[src/rtl/core/wpf_pkg.sv]
// Shared types, codes and constants for the waypoint proportional follower.
`default_nettype none

package wpf_pkg;

    // Widths of the arithmetic
    localparam int POS_W     = 32;
    localparam int IDX_W     = 5;
    localparam int CFG_IDX_W = 3;
    localparam int NUM_W     = 48;                 // max_speed * |error| magnitude
    localparam int DIV_STEPS = NUM_W;              // one quotient bit per cycle
    localparam int DIV_CNT_W = $clog2(DIV_STEPS);

    // Item actions
    typedef enum logic [1:0] {
        ACT_TICK    = 2'd0,
        ACT_LOAD    = 2'd1,
        ACT_RESTART = 2'd2,
        ACT_NONE    = 2'd3
    } action_t;

    // Configuration register indexes
    typedef enum logic [CFG_IDX_W-1:0] {
        REG_MAX_SPEED      = 3'd0,
        REG_MIN_SPEED      = 3'd1,
        REG_ARRIVE_TOL     = 3'd2,
        REG_STEP_GAIN      = 3'd3,
        REG_WAYPOINT_COUNT = 3'd4
    } reg_index_t;

    // Register reset values
    localparam logic [15:0]      MAX_SPEED_RST      = 16'd19661;
    localparam logic [15:0]      MIN_SPEED_RST      = 16'd655;
    localparam logic [15:0]      ARRIVE_TOL_RST     = 16'd3;
    localparam logic [15:0]      STEP_GAIN_RST      = 16'd256;
    localparam logic [IDX_W-1:0] WAYPOINT_COUNT_RST = 5'd5;

    // A zero-length segment counts as one centimetre
    localparam logic [POS_W-1:0] MIN_SEG_LEN = 32'd256;

    typedef struct packed {
        logic [15:0]      max_speed;
        logic [15:0]      min_speed;
        logic [15:0]      arrive_tol;
        logic [15:0]      step_gain;
        logic [IDX_W-1:0] waypoint_count;
    } cfg_t;

    // Controller to datapath
    typedef struct packed {
        logic capture;     // tick transfer: form velocity increments
        logic load_we;     // load transfer: write table entry
        logic restart;     // restart transfer: clear course state
        logic pos_step;    // integrate position, update finished flag
        logic sel_prev;    // table read address = previous waypoint
        logic tgt_latch;   // take target entry from the table
        logic err_calc;    // errors and segment lengths
        logic mul_start;   // gain multiply, load dividers
        logic div_step;    // one quotient bit per axis
        logic fin_load;    // commands into result register, advance index on arrival
        logic done_load;   // finished result into result register
    } dp_cmd_t;

    // Datapath to controller
    typedef struct packed {
        logic fin_now;     // course finished as of this tick
    } dp_status_t;

endpackage

`default_nettype wire

[src/rtl/core/wpf_ctrl.sv]
// Controller: sequences one item through the datapath and owns the result valid.
`default_nettype none

module wpf_ctrl (
    input  wire logic                clk,
    input  wire logic                rst_n,
    input  wire logic                req_valid,
    input  wire logic [1:0]          req_action,
    output logic                     req_ready,
    output logic                     rsp_valid,
    input  wire logic                rsp_ready,
    input  wire wpf_pkg::dp_status_t status,
    output wpf_pkg::dp_cmd_t         cmd
);
    import wpf_pkg::*;

    typedef enum logic [7:0] {
        S_IDLE = 8'b0000_0001,
        S_POS  = 8'b0000_0010,
        S_RDT  = 8'b0000_0100,
        S_RDP  = 8'b0000_1000,
        S_MUL  = 8'b0001_0000,
        S_DIV  = 8'b0010_0000,
        S_FIN  = 8'b0100_0000,
        S_DONE = 8'b1000_0000
    } state_t;

    state_t                 state_reg, state_next;
    logic [DIV_CNT_W-1:0]   div_cnt_reg, div_cnt_next;
    logic                   rsp_valid_reg, rsp_valid_next;
    logic                   transfer;
    logic                   out_free;

    assign req_ready = (state_reg == S_IDLE);
    assign transfer  = req_valid && req_ready;
    assign out_free  = !rsp_valid_reg || rsp_ready;
    assign rsp_valid = rsp_valid_reg;

    // Next state and datapath commands
    always_comb
    begin
        state_next   = state_reg;
        div_cnt_next = div_cnt_reg;
        cmd          = '0;
        unique case (state_reg)
            S_IDLE:
            begin
                if (transfer)
                begin
                    unique case (action_t'(req_action))
                        ACT_TICK:
                        begin
                            cmd.capture = 1'b1;
                            state_next  = S_POS;
                        end
                        ACT_LOAD:    cmd.load_we = 1'b1;
                        ACT_RESTART: cmd.restart = 1'b1;
                        ACT_NONE:    ;
                        default:     ;
                    endcase
                end
            end
            S_POS:
            begin
                cmd.pos_step = 1'b1;
                state_next   = status.fin_now ? S_DONE : S_RDT;
            end
            S_RDT:
            begin
                cmd.tgt_latch = 1'b1;
                cmd.sel_prev  = 1'b1;
                state_next    = S_RDP;
            end
            S_RDP:
            begin
                cmd.err_calc = 1'b1;
                state_next   = S_MUL;
            end
            S_MUL:
            begin
                cmd.mul_start = 1'b1;
                div_cnt_next  = '0;
                state_next    = S_DIV;
            end
            S_DIV:
            begin
                cmd.div_step = 1'b1;
                div_cnt_next = div_cnt_reg + DIV_CNT_W'(1);
                if (div_cnt_reg == DIV_CNT_W'(DIV_STEPS - 1))
                begin
                    state_next = S_FIN;
                end
            end
            S_FIN:
            begin
                if (out_free)
                begin
                    cmd.fin_load = 1'b1;
                    state_next   = S_IDLE;
                end
            end
            S_DONE:
            begin
                if (out_free)
                begin
                    cmd.done_load = 1'b1;
                    state_next    = S_IDLE;
                end
            end
            default: state_next = S_IDLE;
        endcase
    end

    // Result valid: set on load, cleared on transfer
    always_comb
    begin
        rsp_valid_next = rsp_valid_reg;
        if (rsp_valid_reg && rsp_ready)
        begin
            rsp_valid_next = 1'b0;
        end
        if (cmd.fin_load || cmd.done_load)
        begin
            rsp_valid_next = 1'b1;
        end
    end

    always_ff @(posedge clk or negedge rst_n)
    begin
        if (!rst_n)
        begin
            state_reg     <= S_IDLE;
            div_cnt_reg   <= '0;
            rsp_valid_reg <= 1'b0;
        end
        else
        begin
            state_reg     <= state_next;
            div_cnt_reg   <= div_cnt_next;
            rsp_valid_reg <= rsp_valid_next;
        end
    end

endmodule

`default_nettype wire

[config.mk]
export PLATFORM = sky130hd
export DESIGN_NAME = wpf_ctrl
export DESIGN_NICKNAME = d
export VERILOG_FILES = /design/src/rtl/core/wpf_pkg.sv /design/src/rtl/core/wpf_ctrl.sv
export SDC_FILE = /design/constraint.sdc
export NUM_CORES = 1
export LEC_CHECK = 0
export ABC_CLOCK_PERIOD_IN_PS = 3100
export BUFFER_PORTS_ARGS = -buffer_cell sky130_fd_sc_hd__buf_2
export CAP_MARGIN = 20
export CORE_MARGIN = 2
export CORE_UTILIZATION = 40
export CTS_CLUSTER_SIZE = 24
export DETAILED_ROUTE_END_ITERATION = 7
export GPL_TIMING_DRIVEN = 0
export HOLD_SLACK_MARGIN = 0.15
export MAX_ROUTING_LAYER = met4
export SLEW_MARGIN = 30
export SYNTH_ARGS = -nofsm -noshare
export SYNTH_HDL_FRONTEND = slang
export SYNTH_SLANG_ARGS = --single-unit
export TNS_END_PERCENT = 100
[constraint.sdc]
create_clock -name clk -period 3.1 [get_ports clk]
set_input_delay 0.155 -clock clk [delete_from_list [all_inputs] [get_ports clk]]
set_output_delay 0.155 -clock clk [all_outputs]
set_load 0.005 [all_outputs]
==> run summary, run 1 <==
status = finished clean
port bufs = 19
Synth area leaders = dfrtp_1 (40%), nand2_1 (5.1%), nor3b_1 (5.1%), o21ai_0 (4.0%), a21oi_1 (3.4%)
post-route ant nets = 0
number of diodes = 0
area grow syn2layout = 21.29%
Vias = 788
num rows = 16
Cells after Synth = 97
GRT overflow = 0
post-synthesis sequential area ratio = 0.4300
critical path startpoint = state_reg[5]$_DFFE_PN0P_
Tmin final = 2878 ps
syn nets = 105
syn avg cell area = 9.029 sq um
Resized cells post-CTS = 0
nets@finish = 132
total wire length = 1885 um
RSZ-0062 raised after global routing = false
Starting Density = 0.4332
WP buf/inv = 4
Pleak = 0.5421 nW
CP top delay family = simple AND/OR/NAND/NOR gates
CP Cell Sequence = buf_6 -> or4_1 -> buf_2 -> or3_1 -> or3b_4 -> inv_1 -> nand2_1 -> nor3b_1 -> buf_2
Via density = 5.253
EDFF count, synth = 0
Starting DRT DRC Count = 18
hold crit path type = input pin to register
Hold WS = 232.3 ps
die area = 2580 sq um
VDD IR max = 0.2537 mV
IO Count = 20
final core occ = 0.5254
type of origin of the critical path = register
Ys Warns = 0
CTS clock-pin slew for the worst setup and hold paths = 100 ps
drt first pass iters = 4
ys async rst share = 1.000
Final HPWL DP = 1350 um
Highest Clock Rate = 347.5 MHz
synthesized cell area = 875.8 sq um
fin crit share = 0.9283
Critical Path RT = 2940 ps
nature of the critical path endpoint = output port
core area = 2022 sq um
Fin. Hold Viols = 0
area leader, netlist = dfrtp_1
Crit Path Category = register to output port
max reg flops = 8
postcts setup bufs = 0
layout cells sized above 1 = 0.2602
clock sinks = 15
CTS HTree Levels = 1
GRT Overall Usage = 0.1732
number of global-route vias before repair = 740
Crit-path slowest cell = or4_1
drt wl/cell = 12.57 um
most used cell, CP = buf_2
Setup TNS Final = 0 ps
Max Buffers Root-to-Sink = 2
largest net degree at the start of global routing = 16
crit-path max cell delay = 490 ps
Die Wd = 50.80 um
DRC = 0
Synth top area share = 0.4000
first-pass GRT wire length = 3229 um
max-slew violation count = 0
CP Max Fanout = 9
register bit total from synthesis = 15
FF-to-FF Start = state_reg[5]$_DFFE_PN0P_
CTS tree = built
Worst-Margin Slew = 686.3 ps
Root Buffer = clkbuf_4
power density cells = 470.1 nW/um^2
Data arrival, critical path = 2720 ps
max_cap viols = 0
clk_skew = 11.75 ps
initial antenna violation count = 0
Max transition margin = 0.5383
Die Ht = 50.80 um
CTS Buf Count = 3
Distinct cells, synth = 35
clock latency on the worst-skew pair = 290 ps
ys flop type = dfrtp_1
final setup vio count = 0
GPL Wtd Cong = 0.7553
HP Start = req_action[0]
## layout make-up
| type | count | area [sq um] |
|---|---|---|
| repair buffers | 22 | 125.1 |
| clock inverters | 1 | 5.005 |
| well taps | 27 | 33.78 |
| multi-input cells | 74 | 456.7 |
| flip-flops and latches | 15 | 376.6 |
| clock buffers | 3 | 22.52 |
| inverters | 3 | 11.26 |
| fillers | 192 | 959.7 |
| plain buffers | 5 | 31.28 |
## cells by family (layout without fill, tap and decap cells)
group | after synthesis | after routing | synth area share
and+or+nand+nor | 49 | 49 | 0.3200
adders and majority gates | 1 | 1 | 0.01428
DFF | 15 | 15 | 0.4300
buffers and inverters | 8 | 34 | 0.04857
xor gates and xnor gates | 3 | 3 | 0.03001
muxes | 2 | 2 | 0.02429
AOI/OAI and AO/OA | 19 | 19 | 0.1329
## per-layer routing
layer  wire length, um  share of wire  vias up  track usage
met5                 0              0        -            -
met4                38          0.020        0      0.08108
met3                62          0.033        6      0.03571
met2               809           0.43       14       0.2588
met1               975           0.52      364       0.2251
li1                  -              -      404            -
## metrics by stage
stage / std cells / total power, mW / instance area (sq um) / setup WS, ps
global placement: 143 / 0.3827 / 1005 / 520.3
finish: 150 / 0.4994 / 1062 / 222.1
CTS: 150 / 0.5058 / 1062 / 190.5
global route: 150 / 0.5385 / 1062 / 79.18
floorplan: 97 / 0.3412 / 875.8 / 631.6
detailed placement: 143 / 0.3848 / 1005 / 509.4
## cells in the mapped netlist (3+ instances only)
master	n
a21oi_1	6
dfrtp_1	14
inv_1	3
nand2_1	12
nor2_1	6
nor3b_1	6
o21ai_0	7
or2_2	3
or4_1	3
xnor2_1	3
## report_power, final
group | internal [mW] | switching (mW)
combinational | 0.0781 | 0.0840
sequential | 0.210 | 0.0125
clock | 0.0480 | 0.0668
total | 0.336 | 0.163
## tightest hold or removal path: stages
cell and delay (ps):
buf_2 90, nor3b_1 80, and2_1 160
## timing repair
item | in CTS | in global routing
hold endpoints to repair | 18 | 0
setup endpoints to repair | 0 | 0
hold buffers | 3 | 0
## cell usage in the layout, fill, tap and decap left out, types with 2 or more instances in the layout
| master | netlist | layout |
|---|---|---|
| or4_1 | 3 | 3 |
| or2_2 | 3 | 3 |
| nand4_1 | 2 | 2 |
| and3_1 | 2 | 2 |
| clkbuf_1 | 2 | 2 |
| nor3_1 | 2 | 2 |
| nor4b_1 | 2 | 2 |
| clkbuf_4 | 0 | 3 |
| dfrtp_1 | 14 | 14 |
| nor2_1 | 6 | 6 |
| buf_2 | 1 | 20 |
| xnor2_1 | 3 | 3 |
| nand3_1 | 2 | 2 |
| a21oi_1 | 6 | 6 |
| and2_1 | 2 | 2 |
| nand3b_1 | 2 | 2 |
| nand2_1 | 12 | 12 |
| o22ai_1 | 2 | 2 |
| o21ai_0 | 7 | 7 |
| inv_1 | 3 | 3 |
| nor3b_1 | 6 | 6 |
| dlygate4sd3_1 | 0 | 3 |
## final timing paths
path / cells after the start / slack, ps / to
worst min-delay path: 3 / 230 / state_reg[1]$_DFFE_PN0P_
worst min register to register: 1 / 500 / div_cnt_reg[5]$_DFFE_PN0P_
max in group asynchronous: 2 / 2500 / state_reg[0]$_DFFE_PN1P_
worst max register to register: 7 / 510 / state_reg[6]$_DFFE_PN0P_
worst max-delay path: 9 / 220 / cmd[9]
min in group asynchronous: 2 / 290 / div_cnt_reg[2]$_DFFE_PN0P_
Note: power is estimated with default switching activity, not from simulation.
==> run 2, diff against run 1 <==
ABC_AREA = 1   (was default)
==> run 2 against run 1 <==
  * Clock skew shrank 6.5 ps
  * Via count up 4.9%
  * Cell count up 21%
  * Clock power is 5% lower
  * Combinational power rose by 100%
  * Utilization is 3.6 points lower
  * First-iteration DRC count is 22% lower
  * Worst hold slack better by 18 ps
  * Routed wire length is 1.5% lower
  * Maximum frequency up 74%
  * Critical path type unchanged
  * Largest cell class unchanged
==> run summary, run 2 <==
syn avg cell area = 7.960 sq um (was 9.029 sq um)
Data arrival, critical path = 1500 ps (was 2720 ps)
number of global-route vias before repair = 708 (was 740)
drt first pass iters = 4 (unchanged)
Root Buffer = clkbuf_4 (unchanged)
Final HPWL DP = 1540 um (was 1350 um)
clock sinks = 15 (unchanged)
Setup TNS Final = 0 ps (unchanged)
Synth area leaders = dfrtp_1 (35%), nor2_1 (8.9%), nand2_1 (8.2%), nand2_4 (6.7%), inv_1 (4.5%) (was dfrtp_1 (40%), nand2_1 (5.1%), nor3b_1 (5.1%), o21ai_0 (4.0%), a21oi_1 (3.4%))
CP Max Fanout = 4 (was 9)
Highest Clock Rate = 604.6 MHz (was 347.5 MHz)
Pleak = 0.6540 nW (was 0.5421 nW)
Starting DRT DRC Count = 14 (was 18)
Psw = 294.4 uW (was 163.4 uW)
Tmin final = 1654 ps (was 2878 ps)
first-pass GRT wire length = 3063 um (was 3229 um)
sw frac = 0.4263 (was 0.3272)
combinational power share = 0.474 (was 0.325)
synth cell count leaders = nor2_1 (24), nand2_1 (22), dfrtp_1 (14) (was dfrtp_1 (14), nand2_1 (12), o21ai_0 (7))
max_cap viols = 0 (unchanged)
ys flop type = dfrtp_1 (unchanged)
max-slew violation count = 0 (unchanged)
CTS tree = built (unchanged)
Critical Path RT = 2940 ps (about the same)
DRC = 0 (unchanged)
drt wl/cell = 10.20 um (was 12.57 um)
area grow syn2layout = 17.70% (was 21.29%)
Max transition margin = 0.6960 (was 0.5383)
GRT overflow = 0 (unchanged)
Synth top area share = 0.3465 (was 0.4000)
CTS HTree Levels = 1 (unchanged)
hold crit path type = input pin to register (unchanged)
status = finished clean (unchanged)
CTS clock-pin slew for the worst setup and hold paths = 80 ps (was 100 ps)
Die Wd = 54.28 um (was 50.80 um)
post-route ant nets = 0 (unchanged)
die area = 2946 sq um (was 2580 sq um)
power density cells = 580.5 nW/um^2 (was 470.1 nW/um^2)
dpl cell area = 1144 sq um (was 1005 sq um)
post-synthesis sequential area ratio = 0.3725 (was 0.4300)
VDD IR max = 0.3349 mV (was 0.2537 mV)
Starting Density = 0.4156 (was 0.4332)
most frequent cells in the layout = nor2_1 (24), nand2_1 (22), buf_2 (19), dfrtp_1 (14), inv_1 (12) (was buf_2 (20), dfrtp_1 (14), nand2_1 (12), o21ai_0 (7))
port bufs = 19 (unchanged)
ys async rst share = 1.000 (unchanged)
Max Buffers Root-to-Sink = 2 (unchanged)
Distinct cells, synth = 25 (was 35)
max reg flops = 8 (unchanged)
type of origin of the critical path = register (unchanged)
Via density = 4.544 (was 5.253)
commonest non-fill, non-tap cell in the layout = nor2_1 (was buf_2)
initial antenna violation count = 0 (unchanged)
Crit Path Category = register to output port (unchanged)
area leader, netlist = dfrtp_1 (unchanged)
GRT Overall Usage = 0.1534 (was 0.1732)
Fin. Hold Viols = 0 (unchanged)
fin crit share = 0.5336 (was 0.9283)
largest net degree at the start of global routing = 16 (unchanged)
clock latency on the worst-skew pair = 270 ps (was 290 ps)
Vias = 827 (was 788)
RSZ-0062 raised after global routing = false (unchanged)
Ys Warns = 0 (unchanged)
nature of the critical path endpoint = output port (unchanged)
nets@finish = 161 (was 132)
synthesized cell area = 1011 sq um (was 875.8 sq um)
core area = 2432 sq um (was 2022 sq um)
Flop pwr share = 0.368 (was 0.445)
Cells after Synth = 127 (was 97)
layout cells sized above 1 = 0.4013 (was 0.2602)
clk_skew = 5.233 ps (was 11.75 ps)
GPL Wtd Cong = 0.7539 (was 0.7553)
final setup vio count = 0 (unchanged)
syn nets = 135 (was 105)
number of diodes = 0 (unchanged)
num rows = 18 (was 16)
most frequent cell after synthesis = nor2_1 (was dfrtp_1)
IO Count = 20 (unchanged)
register bit total from synthesis = 15 (unchanged)
worst reg2reg setup slack = 1770 ps (was 510 ps)
internal power = 396.2 uW (was 336.0 uW)
fillers = 249 (was 192)
Finished Cell Area = 1190 sq um (was 1062 sq um)
total wire length = 1856 um (was 1885 um)
Die Ht = 54.28 um (was 50.80 um)
postcts setup bufs = 0 (unchanged)
CTS Buf Count = 3 (unchanged)
Worst-Margin Slew = 454.4 ps (was 686.3 ps)
EDFF count, synth = 0 (unchanged)
clock share of power = 0.158 (was 0.230)
run 2: timing repair:
| item | CTS | global route |
|---|---|---|
| hold buffers | 2 | 0 |
| endpoints found under the hold margin | 17 | 0 |
| gates resized for setup | 0 | 0 |
run 2: worst paths after layout:
| kind | start | endpoint | cells past startpoint |
|---|---|---|---|
| setup / recovery | state_reg[0]$_DFFE_PN1P_ | cmd[9] | 7 |
| hold / removal | req_valid | state_reg[0]$_DFFE_PN1P_ | 4 |
| setup reg to reg | div_cnt_reg[0]$_DFFE_PN0P_ | state_reg[7]$_DFFE_PN0P_ | 10 |
| hold reg to reg | div_cnt_reg[0]$_DFFE_PN0P_ | div_cnt_reg[0]$_DFFE_PN0P_ | 1 |
| max in group asynchronous | rst_n | state_reg[0]$_DFFE_PN1P_ | 2 |
| min in group asynchronous | rst_n | rsp_valid$_DFFE_PN0P_ | 2 |
run 2: worst max-delay path, cell delays in order, from the launching register on:
cell,delay (ps)
dfstp_2,570
inv_2,50
nor2_1,80
nand2_1,80
nor2_4,110
inv_2,70
nor4_2,120
buf_2,150
run 2: kinds of logic after synthesis:
logic type / Yosys count / share of synthesized area
simple gates: 82 / 0.4777
buf+inv: 21 / 0.08417
flops: 15 / 0.3725
compound gates: 6 / 0.03589
xor+xnor: 2 / 0.01733
fa+ha+maj: 1 / 0.01237
run 2: area by class of cell:
| type | count | area (sq um) | area share |
|---|---|---|---|
| inverter | 20 | 77.57 | 0.06519 |
| timing repair buffer | 21 | 115.1 | 0.09674 |
| sequential | 15 | 376.6 | 0.3165 |
| tap | 30 | 37.54 | 0.03155 |
| buffer | 1 | 7.507 | 0.006309 |
| clock buffer | 4 | 26.28 | 0.02208 |
| multi-input combinational | 91 | 549.3 | 0.4616 |
run 2: stage by stage:
stage                     power [mW]    util  worst slack [ps]  hold WS [ps]  std cells
final                         0.6907  0.4892              1446         250.2        182
after detailed placement      0.5914  0.4702              1743         83.01        176
after CTS                     0.7080  0.4892              1425         239.8        182
after global placement        0.5872  0.4702              1757         83.69        176
after global routing          0.7563  0.4892              1360         318.1        182
after floorplan               0.5147       -              1880        -140.6        127
run 2: power groups by stage:
| stage | sequential [mW] | combinational, mW | clock [mW] |
|---|---|---|---|
| global route | 0.260 | 0.371 | 0.125 |
| detailed placement | 0.259 | 0.332 | 0 |
| floorplan | 0.254 | 0.261 | 0 |
| global placement | 0.258 | 0.329 | 0 |
| CTS | 0.255 | 0.335 | 0.119 |
| finish | 0.254 | 0.327 | 0.109 |
run 2: metal layers:
metal,share of wire,global-route usage,vias up
met5,0,-,-
met2,0.48,0.2209,10
met3,0.031,0.02459,2
li1,-,-,441
met1,0.48,0.2072,374
met4,0.0081,0.07917,0
